==> config.mk <==
export PLATFORM = sky130hd
export DESIGN_NAME = plasma_pixel_generator_top
export DESIGN_NICKNAME = d
export VERILOG_FILES = /design/src/hdl/ppg_pkg.sv /design/src/hdl/ppg_ram.sv /design/src/hdl/ppg_raster_state.sv /design/src/hdl/ppg_color.sv /design/src/hdl/plasma_pixel_generator_top.sv
export SDC_FILE = /design/constraint.sdc
export NUM_CORES = 1
export LEC_CHECK = 0
export BUFFER_PORTS_ARGS = -buffer_cell sky130_fd_sc_hd__buf_2
export CORE_MARGIN = 2
export CORE_UTILIZATION = 35
export DETAILED_ROUTE_END_ITERATION = 10
export GPL_TIMING_DRIVEN = 0
export SYNTH_ARGS = -nofsm -noshare
export SYNTH_HDL_FRONTEND = slang
export SYNTH_HIERARCHICAL = 1
export SYNTH_SLANG_ARGS = --single-unit
==> constraint.sdc <==
create_clock -name clk -period 42.2 [get_ports clk]
set_input_delay 10.55 -clock clk [delete_from_list [all_inputs] [get_ports clk]]
set_output_delay 10.55 -clock clk [all_outputs]
set_load 0.1 [all_outputs]
==> src/hdl/ppg_pkg.sv <==
package ppg_pkg;

  localparam int unsigned MAX_WIDTH   = 256;
  localparam int unsigned MAX_HEIGHT  = 256;
  localparam int unsigned COS_ENTRIES = 256;

  localparam int unsigned PHASE_W     = $clog2(COS_ENTRIES);
  localparam int unsigned DIM_W       = 9;
  localparam int unsigned CFG_INDEX_W = 1;
  localparam int unsigned COS_W       = 16;
  localparam int unsigned STATE_DEPTH = 1;

  localparam logic [DIM_W-1:0] MAX_WIDTH_D  = DIM_W'(MAX_WIDTH);
  localparam logic [DIM_W-1:0] MAX_HEIGHT_D = DIM_W'(MAX_HEIGHT);
  localparam logic [DIM_W-1:0] WIDTH_RESET  = 9'd64;
  localparam logic [DIM_W-1:0] HEIGHT_RESET = 9'd32;

  localparam logic [PHASE_W-1:0] COL_STEP_A   = PHASE_W'(5);
  localparam logic [PHASE_W-1:0] COL_STEP_B   = PHASE_W'(2);
  localparam logic [PHASE_W-1:0] ROW_STEP_A   = PHASE_W'(3);
  localparam logic [PHASE_W-1:0] ROW_STEP_B   = PHASE_W'(1);
  localparam logic [PHASE_W-1:0] FRAME_STEP_0 = PHASE_W'(1);
  localparam logic [PHASE_W-1:0] FRAME_STEP_1 = PHASE_W'(2);
  localparam logic [PHASE_W-1:0] FRAME_STEP_2 = PHASE_W'(3);
  localparam logic [PHASE_W-1:0] FRAME_STEP_3 = PHASE_W'(4);

  localparam logic signed [COS_W-1:0] COS_OFFSET = 16'sd1024;

  typedef enum logic [CFG_INDEX_W-1:0] {
    REG_FRAME_WIDTH  = 1'b0,
    REG_FRAME_HEIGHT = 1'b1
  } ppg_reg_t;

  typedef logic [PHASE_W-1:0] ppg_phase_t;

  typedef struct packed {
    logic [DIM_W-1:0] width;
    logic [DIM_W-1:0] height;
  } ppg_dims_t;

  // Whole raster/phase context, kept as one word in the state RAM
  typedef struct packed {
    ppg_phase_t [3:0] frame_phase;
    ppg_phase_t       row_phase_a;
    ppg_phase_t       row_phase_b;
    ppg_phase_t       col_phase_a;
    ppg_phase_t       col_phase_b;
    logic [7:0]       column_count;
    logic [7:0]       row_count;
  } ppg_state_t;

  // One pixel on its way to the color stages
  typedef struct packed {
    logic [7:0]             x;
    logic [7:0]             y;
    logic                   frame_end;
    logic [3:0][COS_W-1:0]  cos_val;
  } ppg_pix_t;

  // round(15360*cos(k*pi/32)), k = 0..16
  function automatic logic [14:0] quarter_wave(input logic [4:0] q);
    logic [14:0] v;
    case (q)
      5'd0:    v = 15'd15360;
      5'd1:    v = 15'd15286;
      5'd2:    v = 15'd15065;
      5'd3:    v = 15'd14699;
      5'd4:    v = 15'd14191;
      5'd5:    v = 15'd13546;
      5'd6:    v = 15'd12771;
      5'd7:    v = 15'd11873;
      5'd8:    v = 15'd10861;
      5'd9:    v = 15'd9744;
      5'd10:   v = 15'd8534;
      5'd11:   v = 15'd7241;
      5'd12:   v = 15'd5878;
      5'd13:   v = 15'd4459;
      5'd14:   v = 15'd2997;
      5'd15:   v = 15'd1506;
      default: v = 15'd0;
    endcase
    return v;
  endfunction

  // 60*cos(i*pi/32)+4 in Q.8, folded from the quarter wave
  function automatic logic [COS_W-1:0] cos_lookup(input ppg_phase_t idx);
    logic [5:0]              k;
    logic [4:0]              q;
    logic                    neg;
    logic signed [COS_W-1:0] mag_s;
    logic signed [COS_W-1:0] v;
    k = idx[5:0];
    if (k <= 6'd16) begin
      q   = k[4:0];
      neg = 1'b0;
    end else if (k <= 6'd32) begin
      q   = 5'(6'd32 - k);
      neg = 1'b1;
    end else if (k <= 6'd48) begin
      q   = 5'(k - 6'd32);
      neg = 1'b1;
    end else begin
      q   = 5'(7'd64 - {1'b0, k});
      neg = 1'b0;
    end
    mag_s = signed'({1'b0, quarter_wave(q)});
    v     = neg ? -mag_s : mag_s;
    return COS_W'(v + COS_OFFSET);
  endfunction

  // Zero acts as one, oversize acts as the maximum
  function automatic logic [DIM_W-1:0] clamp_dim(input logic [DIM_W-1:0] v,
                                                 input logic [DIM_W-1:0] maxv);
    logic [DIM_W-1:0] r;
    if (v == '0) begin
      r = DIM_W'(1);
    end else if (v > maxv) begin
      r = maxv;
    end else begin
      r = v;
    end
    return r;
  endfunction

endpackage

==> src/hdl/ppg_ram.sv <==
module ppg_ram #(
  parameter int unsigned WIDTH = 8,
  parameter int unsigned DEPTH = 2,
  localparam int unsigned AW = (DEPTH > 1) ? $clog2(DEPTH) : 1
) (
  input  logic             clk,
  input  logic             we,
  input  logic [AW-1:0]    waddr,
  input  logic [WIDTH-1:0] wdata,
  input  logic             re,
  input  logic [AW-1:0]    raddr,
  output logic [WIDTH-1:0] rdata
);

  logic [WIDTH-1:0] mem [DEPTH];

  always_ff @(posedge clk) begin
    if (we) begin
      mem[waddr] <= wdata;
    end
    if (re) begin
      rdata <= mem[raddr];
    end
  end

endmodule

==> src/hdl/ppg_raster_state.sv <==
module ppg_raster_state
  import ppg_pkg::*;
(
  input  logic      clk,
  input  logic      rst,
  input  logic      in_valid,
  output logic      in_ready,
  input  logic      pixel_request,
  input  ppg_dims_t dims,
  output logic      pix_valid,
  input  logic      pix_ready,
  output ppg_pix_t  pix
);

  localparam int unsigned AW = (STATE_DEPTH > 1) ? $clog2(STATE_DEPTH) : 1;

  logic       rv;
  logic       rd_init;
  logic       fwd_hit;
  logic       state_written;
  logic       pv;
  logic       adv_r;
  logic       rd_en;
  logic       wr_en;
  logic       row_end;
  logic       frm_end;
  logic [DIM_W-1:0] w_eff;
  logic [DIM_W-1:0] h_eff;
  ppg_state_t ram_q;
  ppg_state_t fwd_data;
  ppg_state_t cur;
  ppg_state_t nxt;
  ppg_pix_t   pix_reg;
  ppg_pix_t   pix_next;

  assign adv_r     = !pv || pix_ready;
  assign in_ready  = !rv || adv_r;
  assign rd_en     = in_valid && in_ready && pixel_request;
  assign wr_en     = rv && adv_r;
  assign pix_valid = pv;
  assign pix       = pix_reg;

  ppg_ram #(
    .WIDTH ($bits(ppg_state_t)),
    .DEPTH (STATE_DEPTH)
  ) u_state_ram (
    .clk   (clk),
    .we    (wr_en),
    .waddr (AW'(0)),
    .wdata (nxt),
    .re    (rd_en),
    .raddr (AW'(0)),
    .rdata (ram_q)
  );

  // Forward the word written in the cycle of the read; never-written reads as zero
  always_comb begin
    if (fwd_hit) begin
      cur = fwd_data;
    end else if (rd_init) begin
      cur = ram_q;
    end else begin
      cur = '0;
    end
  end

  always_comb begin
    w_eff   = clamp_dim(dims.width, MAX_WIDTH_D);
    h_eff   = clamp_dim(dims.height, MAX_HEIGHT_D);
    row_end = ({1'b0, cur.column_count} + 9'd1) >= w_eff;
    frm_end = row_end && (({1'b0, cur.row_count} + 9'd1) >= h_eff);

    nxt = cur;
    if (frm_end) begin
      nxt.frame_phase[0] = cur.frame_phase[0] + FRAME_STEP_0;
      nxt.frame_phase[1] = cur.frame_phase[1] + FRAME_STEP_1;
      nxt.frame_phase[2] = cur.frame_phase[2] + FRAME_STEP_2;
      nxt.frame_phase[3] = cur.frame_phase[3] + FRAME_STEP_3;
      nxt.column_count   = '0;
      nxt.row_count      = '0;
      nxt.row_phase_a    = cur.frame_phase[0] + FRAME_STEP_0;
      nxt.row_phase_b    = cur.frame_phase[1] + FRAME_STEP_1;
      nxt.col_phase_a    = cur.frame_phase[2] + FRAME_STEP_2;
      nxt.col_phase_b    = cur.frame_phase[3] + FRAME_STEP_3;
    end else if (row_end) begin
      nxt.column_count = '0;
      nxt.row_count    = cur.row_count + 8'd1;
      nxt.row_phase_a  = cur.row_phase_a + ROW_STEP_A;
      nxt.row_phase_b  = cur.row_phase_b + ROW_STEP_B;
      nxt.col_phase_a  = cur.frame_phase[2];
      nxt.col_phase_b  = cur.frame_phase[3];
    end else begin
      nxt.column_count = cur.column_count + 8'd1;
      nxt.col_phase_a  = cur.col_phase_a + COL_STEP_A;
      nxt.col_phase_b  = cur.col_phase_b + COL_STEP_B;
    end

    pix_next.x          = cur.column_count;
    pix_next.y          = cur.row_count;
    pix_next.frame_end  = frm_end;
    pix_next.cos_val[0] = cos_lookup(cur.row_phase_a);
    pix_next.cos_val[1] = cos_lookup(cur.row_phase_b);
    pix_next.cos_val[2] = cos_lookup(cur.col_phase_a);
    pix_next.cos_val[3] = cos_lookup(cur.col_phase_b);
  end

  always_ff @(posedge clk) begin
    if (rst) begin
      rv            <= 1'b0;
      pv            <= 1'b0;
      rd_init       <= 1'b0;
      fwd_hit       <= 1'b0;
      state_written <= 1'b0;
    end else begin
      if (rd_en) begin
        rv      <= 1'b1;
        fwd_hit <= wr_en;
        rd_init <= state_written;
      end else if (wr_en) begin
        rv <= 1'b0;
      end
      if (wr_en) begin
        state_written <= 1'b1;
      end
      if (adv_r) begin
        pv <= rv;
      end
    end
  end

  always_ff @(posedge clk) begin
    if (wr_en) begin
      fwd_data <= nxt;
      pix_reg  <= pix_next;
    end
  end

endmodule

==> src/hdl/ppg_color.sv <==
module ppg_color
  import ppg_pkg::*;
(
  input  logic       clk,
  input  logic       rst,
  input  logic       pix_valid,
  output logic       pix_ready,
  input  ppg_pix_t   pix,
  output logic       out_valid,
  input  logic       out_ready,
  output logic [7:0] pixel_x,
  output logic [7:0] pixel_y,
  output logic [7:0] red,
  output logic [7:0] green,
  output logic [7:0] blue,
  output logic       frame_end
);

  logic              cv;
  logic [7:0]        c_x;
  logic [7:0]        c_y;
  logic              c_fe;
  logic [7:0]        c_idx;
  logic              dv;
  logic              adv_c;
  logic              adv_d;
  logic signed [17:0] sum;
  logic signed [17:0] neg_sum;
  logic [7:0]        idx_next;
  logic [7:0]        j4;
  logic [7:0]        r_next;
  logic [7:0]        g_next;
  logic [7:0]        b_next;

  assign adv_d     = !dv || out_ready;
  assign adv_c     = !cv || adv_d;
  assign pix_ready = adv_c;
  assign out_valid = dv;

  // Sum the four table values, truncate toward zero, keep the low byte
  always_comb begin
    sum = 18'(signed'(pix.cos_val[0])) + 18'(signed'(pix.cos_val[1]))
        + 18'(signed'(pix.cos_val[2])) + 18'(signed'(pix.cos_val[3]));
    neg_sum = -sum;
    if (sum[17]) begin
      idx_next = 8'(8'd0 - neg_sum[15:8]);
    end else begin
      idx_next = sum[15:8];
    end
  end

  // Four-segment gradient
  always_comb begin
    j4 = {c_idx[5:0], 2'b00};
    case (c_idx[7:6])
      2'd0: begin
        r_next = 8'hFF;
        g_next = j4;
        b_next = ~j4;
      end
      2'd1: begin
        r_next = ~j4;
        g_next = 8'hFF;
        b_next = j4;
      end
      2'd2: begin
        r_next = 8'h00;
        g_next = ~j4;
        b_next = 8'hFF;
      end
      default: begin
        r_next = j4;
        g_next = 8'h00;
        b_next = 8'hFF;
      end
    endcase
  end

  always_ff @(posedge clk) begin
    if (rst) begin
      cv <= 1'b0;
      dv <= 1'b0;
    end else begin
      if (adv_c) begin
        cv <= pix_valid;
      end
      if (adv_d) begin
        dv <= cv;
      end
    end
  end

  always_ff @(posedge clk) begin
    if (adv_c && pix_valid) begin
      c_x   <= pix.x;
      c_y   <= pix.y;
      c_fe  <= pix.frame_end;
      c_idx <= idx_next;
    end
    if (adv_d && cv) begin
      pixel_x   <= c_x;
      pixel_y   <= c_y;
      frame_end <= c_fe;
      red       <= r_next;
      green     <= g_next;
      blue      <= b_next;
    end
  end

endmodule

==> src/hdl/plasma_pixel_generator_top.sv <==
// Plasma pixel generator: one plasma-colored pixel per request, in raster order.
//
// Input channel (in_valid/in_ready, pixel_request): each transfer with
// pixel_request high yields exactly one pixel; a transfer with it low is
// consumed and yields nothing. Output channel (out_valid/out_ready) carries
// pixel_x, pixel_y, red, green, blue and frame_end (high on the frame's last
// pixel). Configuration: cfg_write with cfg_index selects frame_width (0) or
// frame_height (1), written from cfg_data at the clock edge; write only while
// no pixel is in flight.
//
// Throughput: one pixel per clock while out_ready stays high. The whole raster
// context lives in one word of a single-port-per-side state RAM; each pixel
// reads it, updates it and writes it back once the pixel register can take
// it, and a back-to-back read takes the just written word from a forwarding
// register. Path: state RAM read, pixel register, color stage, output register.
// Reset: position and phases return to zero, width 64, height 32, all stages
// empty; no clearing pass is needed. When the receiver stalls, the pipeline
// keeps filling its empty stages and then drops in_ready.
module plasma_pixel_generator_top
  import ppg_pkg::*;
(
  input  logic                   clk,
  input  logic                   rst,
  input  logic                   in_valid,
  output logic                   in_ready,
  input  logic                   pixel_request,
  output logic                   out_valid,
  input  logic                   out_ready,
  output logic [7:0]             pixel_x,
  output logic [7:0]             pixel_y,
  output logic [7:0]             red,
  output logic [7:0]             green,
  output logic [7:0]             blue,
  output logic                   frame_end,
  input  logic                   cfg_write,
  input  logic [CFG_INDEX_W-1:0] cfg_index,
  input  logic [DIM_W-1:0]       cfg_data
);

  ppg_dims_t dims;
  logic      pix_valid;
  logic      pix_ready;
  ppg_pix_t  pix;

  // Hold the panel dimensions; clamping happens where they are used
  always_ff @(posedge clk) begin
    if (rst) begin
      dims.width  <= WIDTH_RESET;
      dims.height <= HEIGHT_RESET;
    end else if (cfg_write) begin
      unique case (ppg_reg_t'(cfg_index))
        REG_FRAME_WIDTH:  dims.width  <= cfg_data;
        REG_FRAME_HEIGHT: dims.height <= cfg_data;
        default: ;
      endcase
    end
  end

  // Read-modify-write of the raster context, table lookups
  ppg_raster_state u_state (
    .clk           (clk),
    .rst           (rst),
    .in_valid      (in_valid),
    .in_ready      (in_ready),
    .pixel_request (pixel_request),
    .dims          (dims),
    .pix_valid     (pix_valid),
    .pix_ready     (pix_ready),
    .pix           (pix)
  );

  // Sum, truncate and map onto the gradient; owns the output register
  ppg_color u_color (
    .clk       (clk),
    .rst       (rst),
    .pix_valid (pix_valid),
    .pix_ready (pix_ready),
    .pix       (pix),
    .out_valid (out_valid),
    .out_ready (out_ready),
    .pixel_x   (pixel_x),
    .pixel_y   (pixel_y),
    .red       (red),
    .green     (green),
    .blue      (blue),
    .frame_end (frame_end)
  );

  // A frame's last pixel sits at the last column and last row
  a_frame_end_pos: assert property (@(posedge clk) disable iff (rst)
    (out_valid && frame_end) |->
      ((({1'b0, pixel_x} + 9'd1) >= dims.width) || (pixel_x == 8'hFF)) &&
      ((({1'b0, pixel_y} + 9'd1) >= dims.height) || (pixel_y == 8'hFF)))
    else $error("frame_end off the last raster position");

  // An empty output register means every stage can advance
  a_ready_when_drained: assert property (@(posedge clk) disable iff (rst)
    !out_valid |-> in_ready)
    else $error("input stalled with output register empty");

  // Reset empties the pipeline
  a_reset_empty: assert property (@(posedge clk)
    $past(rst) |-> !out_valid)
    else $error("output valid right after reset");

endmodule
==> impl_summary.txt, run 1 <==
----------------------------------------------------
[Die]
  Die boundary height ... 249.2 um
  Area enclosed by the die boundary ... 62090 sq um
  Area of the placeable core ... 59240 sq um
  Number of rows in the core area ... 89
  Overall die width ... 249.2 um
  Top-level port count ... 59
  Initial Util ... 0.3552

[Logic synthesis]
  Yosys warning count ... 6
  Post-synthesis area per instance ... 10.98 sq um
  Post-Synthesis Cells ... 1916
  Syn nets ... 2058
  Combined area of all synthesized cells ... 21040 sq um

[Place]
  Final HPWL from detailed placement ... 37930 um
  Placed insts ... 2756
  Number of I/O port buffers ... 58
  GP Congestion ... 0.8859

[GRT]
  Total global routing track utilization ... 0.1603
  Via count of the first global-routing pass ... 14710
  First-pass GRT wire length ... 80720 um
  Initial antenna violation count ... 0
  Overflow after GRT ... 0
  Largest net degree at the start of global routing ... 52

[Critical path]
  Data required time at the worst endpoint ... 31.65 ns
  Worst Path Max Fanout ... 4
  Critical register-to-register path endpoint ... u_state/u_state_ram/mem[0][35]$_DFFE_PP_
  Critical path startpoint category ... input port
  R2r setup slk ... 35.42 ns
  Critical path origin ... out_ready
  Worst setup path endpoint ... in_ready
  Depth of the most critical reg-to-reg path ... 20
  Endpoint arrival time on the critical path ... 11.85 ns
  Critical register-to-register path startpoint ... u_state/fwd_hit$_SDFFE_PP0P_
  Worst Setup End Kind ... primary output
  Critical path class ... in -> out

[Detailed routing]
  Remaining design rule violation count ... 0
  DRT met1 WL ... 22850 um
  Detailed-routing iteration count for the pre-antenna-repair pass ... 5
  Via Count ... 14950
  Routed wirelength normalized by instance count ... 17.99 um
  Vias per cell ... 5.288
  Count of routing violations after the opening detailed-route iteration ... 1004
  Total Wirelength ... 50850 um
  DRT antenna net count ... 0
  Routed wl met3 ... 1890 um
  Top routing layer used ... met4
  Met2 layer wire length in the routed design ... 24730 um

[STA]
  Total count of hold-check failures in the final report ... 0
  Number of max-slew violations in the final report ... 0
  Clock skew ... 0.01663 ns
  Shortest clock period the worst path allows after layout ... 22.40 ns
  Post-route clock period utilization ... 0.5309
  Worst rel slew slack ... 0.3175
  Fmax ... 44.64 MHz
  Slew at the pin closest to its max-slew limit ... 1.021 ns
  Final number of setup-violating endpoints ... 0
  Setup TNS after final layout ... 0 ns
  Setup repair after global routing missed its margin ... no

[Cells and area]
  Commonest cells after routing, fill and taps aside ... sky130_fd_sc_hd__edfxtp_1 (336), sky130_fd_sc_hd__nand2_1 (158), sky130_fd_sc_hd__nor2_1 (149), sky130_fd_sc_hd__inv_1 (132), sky130_fd_sc_hd__a21oi_1 (109)
  Number of nets at the end of the flow ... 2166
  Max FFs per register ... 81
  Layout Cells excl Fill ... 2827
  Most common library cell in the layout ignoring fill and taps ... sky130_fd_sc_hd__edfxtp_1
  Share of the core filled with cells ... 0.4015
  Antenna diode instance count ... 0
  Area growth from synthesis to layout ... 13.06%
  Share of cells above drive strength 1 ... 0.1086

[Clocking]
  Worst-skew pair later-pin latency ... 0.57 ns
  Clock slew seen by the registers of the worst setup and hold paths ... 0.06 ns
  # Post-CTS Setup Buffers ... 0
  CTS H-tree depth ... 2
  CTS-repair resized insts ... 0
  Clock tree from TritonCTS ... done
  CTS sink cnt ... 361
  CTS Buf Count ... 39
  Max Buffers Root-to-Sink ... 3
  Root buf cell ... sky130_fd_sc_hd__clkbuf_16
  Count of hold-fix buffers inserted at cts ... 0

[Status]
  Run status ... finished, final reports clean

[Power and ir drop]
  Pleak ... 8.868 nW
  Power density over cell area ... 37.10 nW/um^2
  Maximum VDD drop ... 0.03019 mV

[Job]
  MaxCap Viol Count ... 0

[Worst hold path]
  Hold path startpoint ... u_state/u_state_ram/mem[0][57]$_DFFE_PP_
  Worst Hold Class ... reg -> reg

----------------------------------------------------
## per-layer routing
metal / GRT usage / up-vias
met5: 0 / -
met4: 0.05559 / 0
met3: 0.02059 / 78
met2: 0.2733 / 332
met1: 0.2096 / 7319
li1: - / 7219
## power by group
group          switching, mW  internal, mW  total [mW]
clock network          0.145         0.193       0.339
registers            0.00478         0.406       0.410
logic                 0.0840        0.0496       0.134
total                  0.234         0.648       0.883
## worst max-delay path, stage by stage
cell	delay [ns]
sky130_fd_sc_hd__buf_2	0.10
sky130_fd_sc_hd__nor2b_1	0.30
sky130_fd_sc_hd__nand2_1	0.12
sky130_fd_sc_hd__nor2b_1	0.31
sky130_fd_sc_hd__nand2_1	0.16
sky130_fd_sc_hd__buf_2	0.32
## how the worst min path moves through the flow
stage                                                   end  slack [ns]  cells after the start
finish              u_state/u_state_ram/rdata[57]$_DFFE_PP_        0.42                      0
global route        u_state/u_state_ram/rdata[45]$_DFFE_PP_        0.42                      0
global placement    u_state/u_state_ram/rdata[25]$_DFFE_PP_        0.40                      0
detailed placement  u_state/u_state_ram/rdata[18]$_DFFE_PP_        0.40                      0
floorplan                            u_color/c_fe$_DFFE_PP_        0.40                      0
CTS                 u_state/u_state_ram/rdata[13]$_DFFE_PP_        0.42                      0
## per-stage QoR
step	total power [mW]	hold slack, ns	worst slack (ns)	instance area (sq um)
2_1_floorplan	0.5183	0.4003	20.07	21040
3_3_place_gp	0.5496	0.4008	16.68	22300
3_5_place_dp	0.5514	0.4045	19.81	22520
4_1_cts	0.8921	0.4169	19.81	23790
5_1_grt	0.9210	0.4219	19.68	23790
6_report	0.8826	0.4169	19.80	23790
## layout make-up
type                    instances  area (sq um)
multi-input cells            1325          9500
flip-flops and latches        361         10590
plain buffers                  87         434.2
fillers                      5690         35450
repair buffers                 67         493.0
clock buffers                  54          1072
well taps                     773         967.2
clock inverters                17         191.4
inverters                     143         539.3
No activity file was read; power rests on OpenSTA's default activity.
==> inputs of run 2 (changes only) <==
ABC_AREA = 1   (was default)
clock period = 23.3 ns   (was 42.2 ns; I/O delays follow)
==> impl_summary.txt, run 2 <==
----------------------------------------------------
[Clocking]
  Clock slew seen by the registers of the worst setup and hold paths ... 0.06 ns (about the same)
  Clock tree from TritonCTS ... done
  Root buf cell ... sky130_fd_sc_hd__clkbuf_16
  CTS sink cnt ... 361 (unchanged)
  Max Buffers Root-to-Sink ... 3 (unchanged)
  CTS H-tree depth ... 2 (unchanged)
  CTS-repair resized insts ... 0 (unchanged)
  CTS Buf Count ... 39 (unchanged)
  Worst-skew pair later-pin latency ... 0.57 ns (about the same)
  Count of hold-fix buffers inserted at cts ... 0 (unchanged)
  # Post-CTS Setup Buffers ... 0 (unchanged)

[Power and ir drop]
  Proportion of total power due to net switching ... 0.3257 (+0.06039)
  Power density over cell area ... 77.17 nW/um^2 (+110%)
  Part of the total power dissipated in sequential elements ... 0.413 (-0.052)
  Comb pwr share ... 0.268 (+0.117)
  Pleak ... 10.39 nW (+17%)
  Maximum VDD drop ... 0.05431 mV (+80%)
  Net switching power ... 0.6028 mW (+160%)
  Clock power frac ... 0.319 (-0.065)
  P_int ... 1.248 mW (+92%)
  Total power draw ... 1.851 mW (+110%)

[STA]
  Shortest clock period the worst path allows after layout ... 12.75 ns
  Post-route clock period utilization ... 0.5472
  Number of max-slew violations in the final report ... 0 (unchanged)
  Setup repair after global routing missed its margin ... no
  Total count of hold-check failures in the final report ... 0 (unchanged)
  Worst hold slack after final layout ... 0.4068 ns (-0.01011 ns)
  Slew at the pin closest to its max-slew limit ... 1.301 ns (+0.2803 ns)
  Setup TNS after final layout ... 0 ns (unchanged)
  Clock skew ... 0.02150 ns (+0.004878 ns)
  Fmax ... 78.43 MHz
  Worst rel slew slack ... 0.1317 (-0.1857)
  Final worst slack ... 10.55 ns (-9.248 ns)
  Final number of setup-violating endpoints ... 0 (unchanged)

[Cells and area]
  Commonest cells after routing, fill and taps aside ... sky130_fd_sc_hd__nand2_1 (503), sky130_fd_sc_hd__edfxtp_1 (336), sky130_fd_sc_hd__inv_1 (301), sky130_fd_sc_hd__nand3_1 (164), sky130_fd_sc_hd__nor2_1 (161)
  Share of the core filled with cells ... 0.3980 (-0.003511)
  Most common library cell in the layout ignoring fill and taps ... sky130_fd_sc_hd__nand2_1
  Total non-filler cell area in the finished layout ... 23980 sq um (+0.80%)
  Area growth from synthesis to layout ... 12.54%
  FILL cells ... 5865 (+3.1%)
  Layout Cells excl Fill ... 3180 (+12%)
  Max FFs per register ... 81 (unchanged)
  Number of nets at the end of the flow ... 2511 (+16%)
  Share of cells above drive strength 1 ... 0.1530 (+0.04448)
  Antenna diode instance count ... 0 (unchanged)

[Die]
  Number of rows in the core area ... 90 (+1.1%)
  Die boundary height ... 250.7 um (+0.62%)
  Initial Util ... 0.3537 (-0.001492)
  Area enclosed by the die boundary ... 62870 sq um (+1.2%)
  Overall die width ... 250.7 um (+0.62%)
  Area of the placeable core ... 60250 sq um (+1.7%)
  Top-level port count ... 59 (unchanged)

[Logic synthesis]
  Combined area of all synthesized cells ... 21310 sq um (+1.3%)
  Post-synthesis area per instance ... 9.419 sq um (-14%)
  Syn nets ... 2404 (+17%)
  Post-Synthesis Cells ... 2262 (+18%)
  Yosys warning count ... 6 (unchanged)

[GRT]
  Overflow after GRT ... 0 (unchanged)
  Largest net degree at the start of global routing ... 40 (-23%)
  Via count of the first global-routing pass ... 15060 (+2.4%)
  First-pass GRT wire length ... 76250 um (-5.5%)
  Total global routing track utilization ... 0.1500 (-0.01022)
  Initial antenna violation count ... 0 (unchanged)

[Detailed routing]
  Via Count ... 15320 (+2.5%)
  Detailed-routing iteration count for the pre-antenna-repair pass ... 6 (+1)
  Vias per cell ... 4.818 (-8.9%)
  DRT antenna net count ... 0 (unchanged)
  Count of routing violations after the opening detailed-route iteration ... 969 (-3.5%)
  Total Wirelength ... 47370 um (-6.8%)
  Routed wirelength normalized by instance count ... 14.90 um (-17%)
  Remaining design rule violation count ... 0 (unchanged)

[Critical path]
  Critical register-to-register path startpoint ... u_state/rd_init$_SDFFE_PP0P_
  Worst Path Max Fanout ... 3 (-1)
  Depth of the most critical reg-to-reg path ... 19 (-5.0%)
  Data required time at the worst endpoint ... 17.48 ns (-14.17 ns)
  R2r setup slk ... 17.60 ns (-17.82 ns)
  Critical register-to-register path endpoint ... u_state/fwd_data[25]$_DFFE_PP_
  Critical path class ... in -> out
  Endpoint arrival time on the critical path ... 6.93 ns (-4.92 ns)
  Worst Setup End Kind ... primary output
  Critical path startpoint category ... input port

[Place]
  Number of I/O port buffers ... 58 (unchanged)
  Placed insts ... 3110 (+13%)
  Worst slack at placement ... 10.54 ns (-9.269 ns)
  GP Congestion ... 0.8860 (about the same)
  Area after detailed placement ... 22770 sq um (+1.1%)
  Final HPWL from detailed placement ... 35910 um (-5.3%)

[Worst hold path]
  Hold endpoint ... u_state/u_state_ram/rdata[35]$_DFFE_PP_
  Worst Hold Class ... reg -> reg
  Hold path startpoint ... u_state/u_state_ram/mem[0][35]$_DFFE_PP_
  Cell count of the worst hold path ... 0 (unchanged)

[Job]
  MaxCap Viol Count ... 0 (unchanged)

[Status]
  Run status ... finished, final reports clean

----------------------------------------------------
[run 2: layout make-up]
class	count	area [sq um]	share of cell area
clock inverters	25	209.0	0.008714
flip-flops and latches	361	10590	0.4416
plain buffers	63	402.9	0.01680
repair buffers	66	465.4	0.01941
inverters	337	1275	0.05317
well taps	782	978.4	0.04080
clock buffers	45	998.5	0.04164
multi-input cells	1501	9060	0.3778
[run 2: routing by layer]
layer	routed length, um	GRT usage	vias to the layer above
met1	20930	0.1826	7226
met5	0	0	-
met3	1484	0.01978	78
li1	-	-	7743
met4	1532	0.05851	0
met2	23430	0.2690	275
[run 2: how the worst max path moves through the flow]
stage	end	start	slack, ns	cells after the start
2_1_floorplan	u_state/fwd_data[0]$_DFFE_PP_	out_ready	7.73	4
3_3_place_gp	u_state/fwd_data[25]$_DFFE_PP_	out_ready	3.94	5
3_5_place_dp	in_ready	out_ready	10.54	6
4_1_cts	in_ready	out_ready	10.54	6
5_1_grt	in_ready	out_ready	10.44	6
6_report	in_ready	out_ready	10.55	6
[run 2: power by group through the flow]
| stage | Sequential, mW | Combinational (mW) | Clock [mW] |
|---|---|---|---|
| 2_1_floorplan | 0.785 | 0.373 | 0 |
| 3_3_place_gp | 0.784 | 0.480 | 0 |
| 3_5_place_dp | 0.779 | 0.493 | 0 |
| 4_1_cts | 0.765 | 0.496 | 0.607 |
| 5_1_grt | 0.767 | 0.561 | 0.632 |
| 6_report | 0.765 | 0.496 | 0.590 |
[run 2: worst max-delay path: stages]
cell,delay [ns]
sky130_fd_sc_hd__buf_2,0.09
sky130_fd_sc_hd__inv_1,0.12
sky130_fd_sc_hd__nand3_1,0.13
sky130_fd_sc_hd__nor2_1,0.28
sky130_fd_sc_hd__nand2_1,0.15
sky130_fd_sc_hd__buf_2,0.32
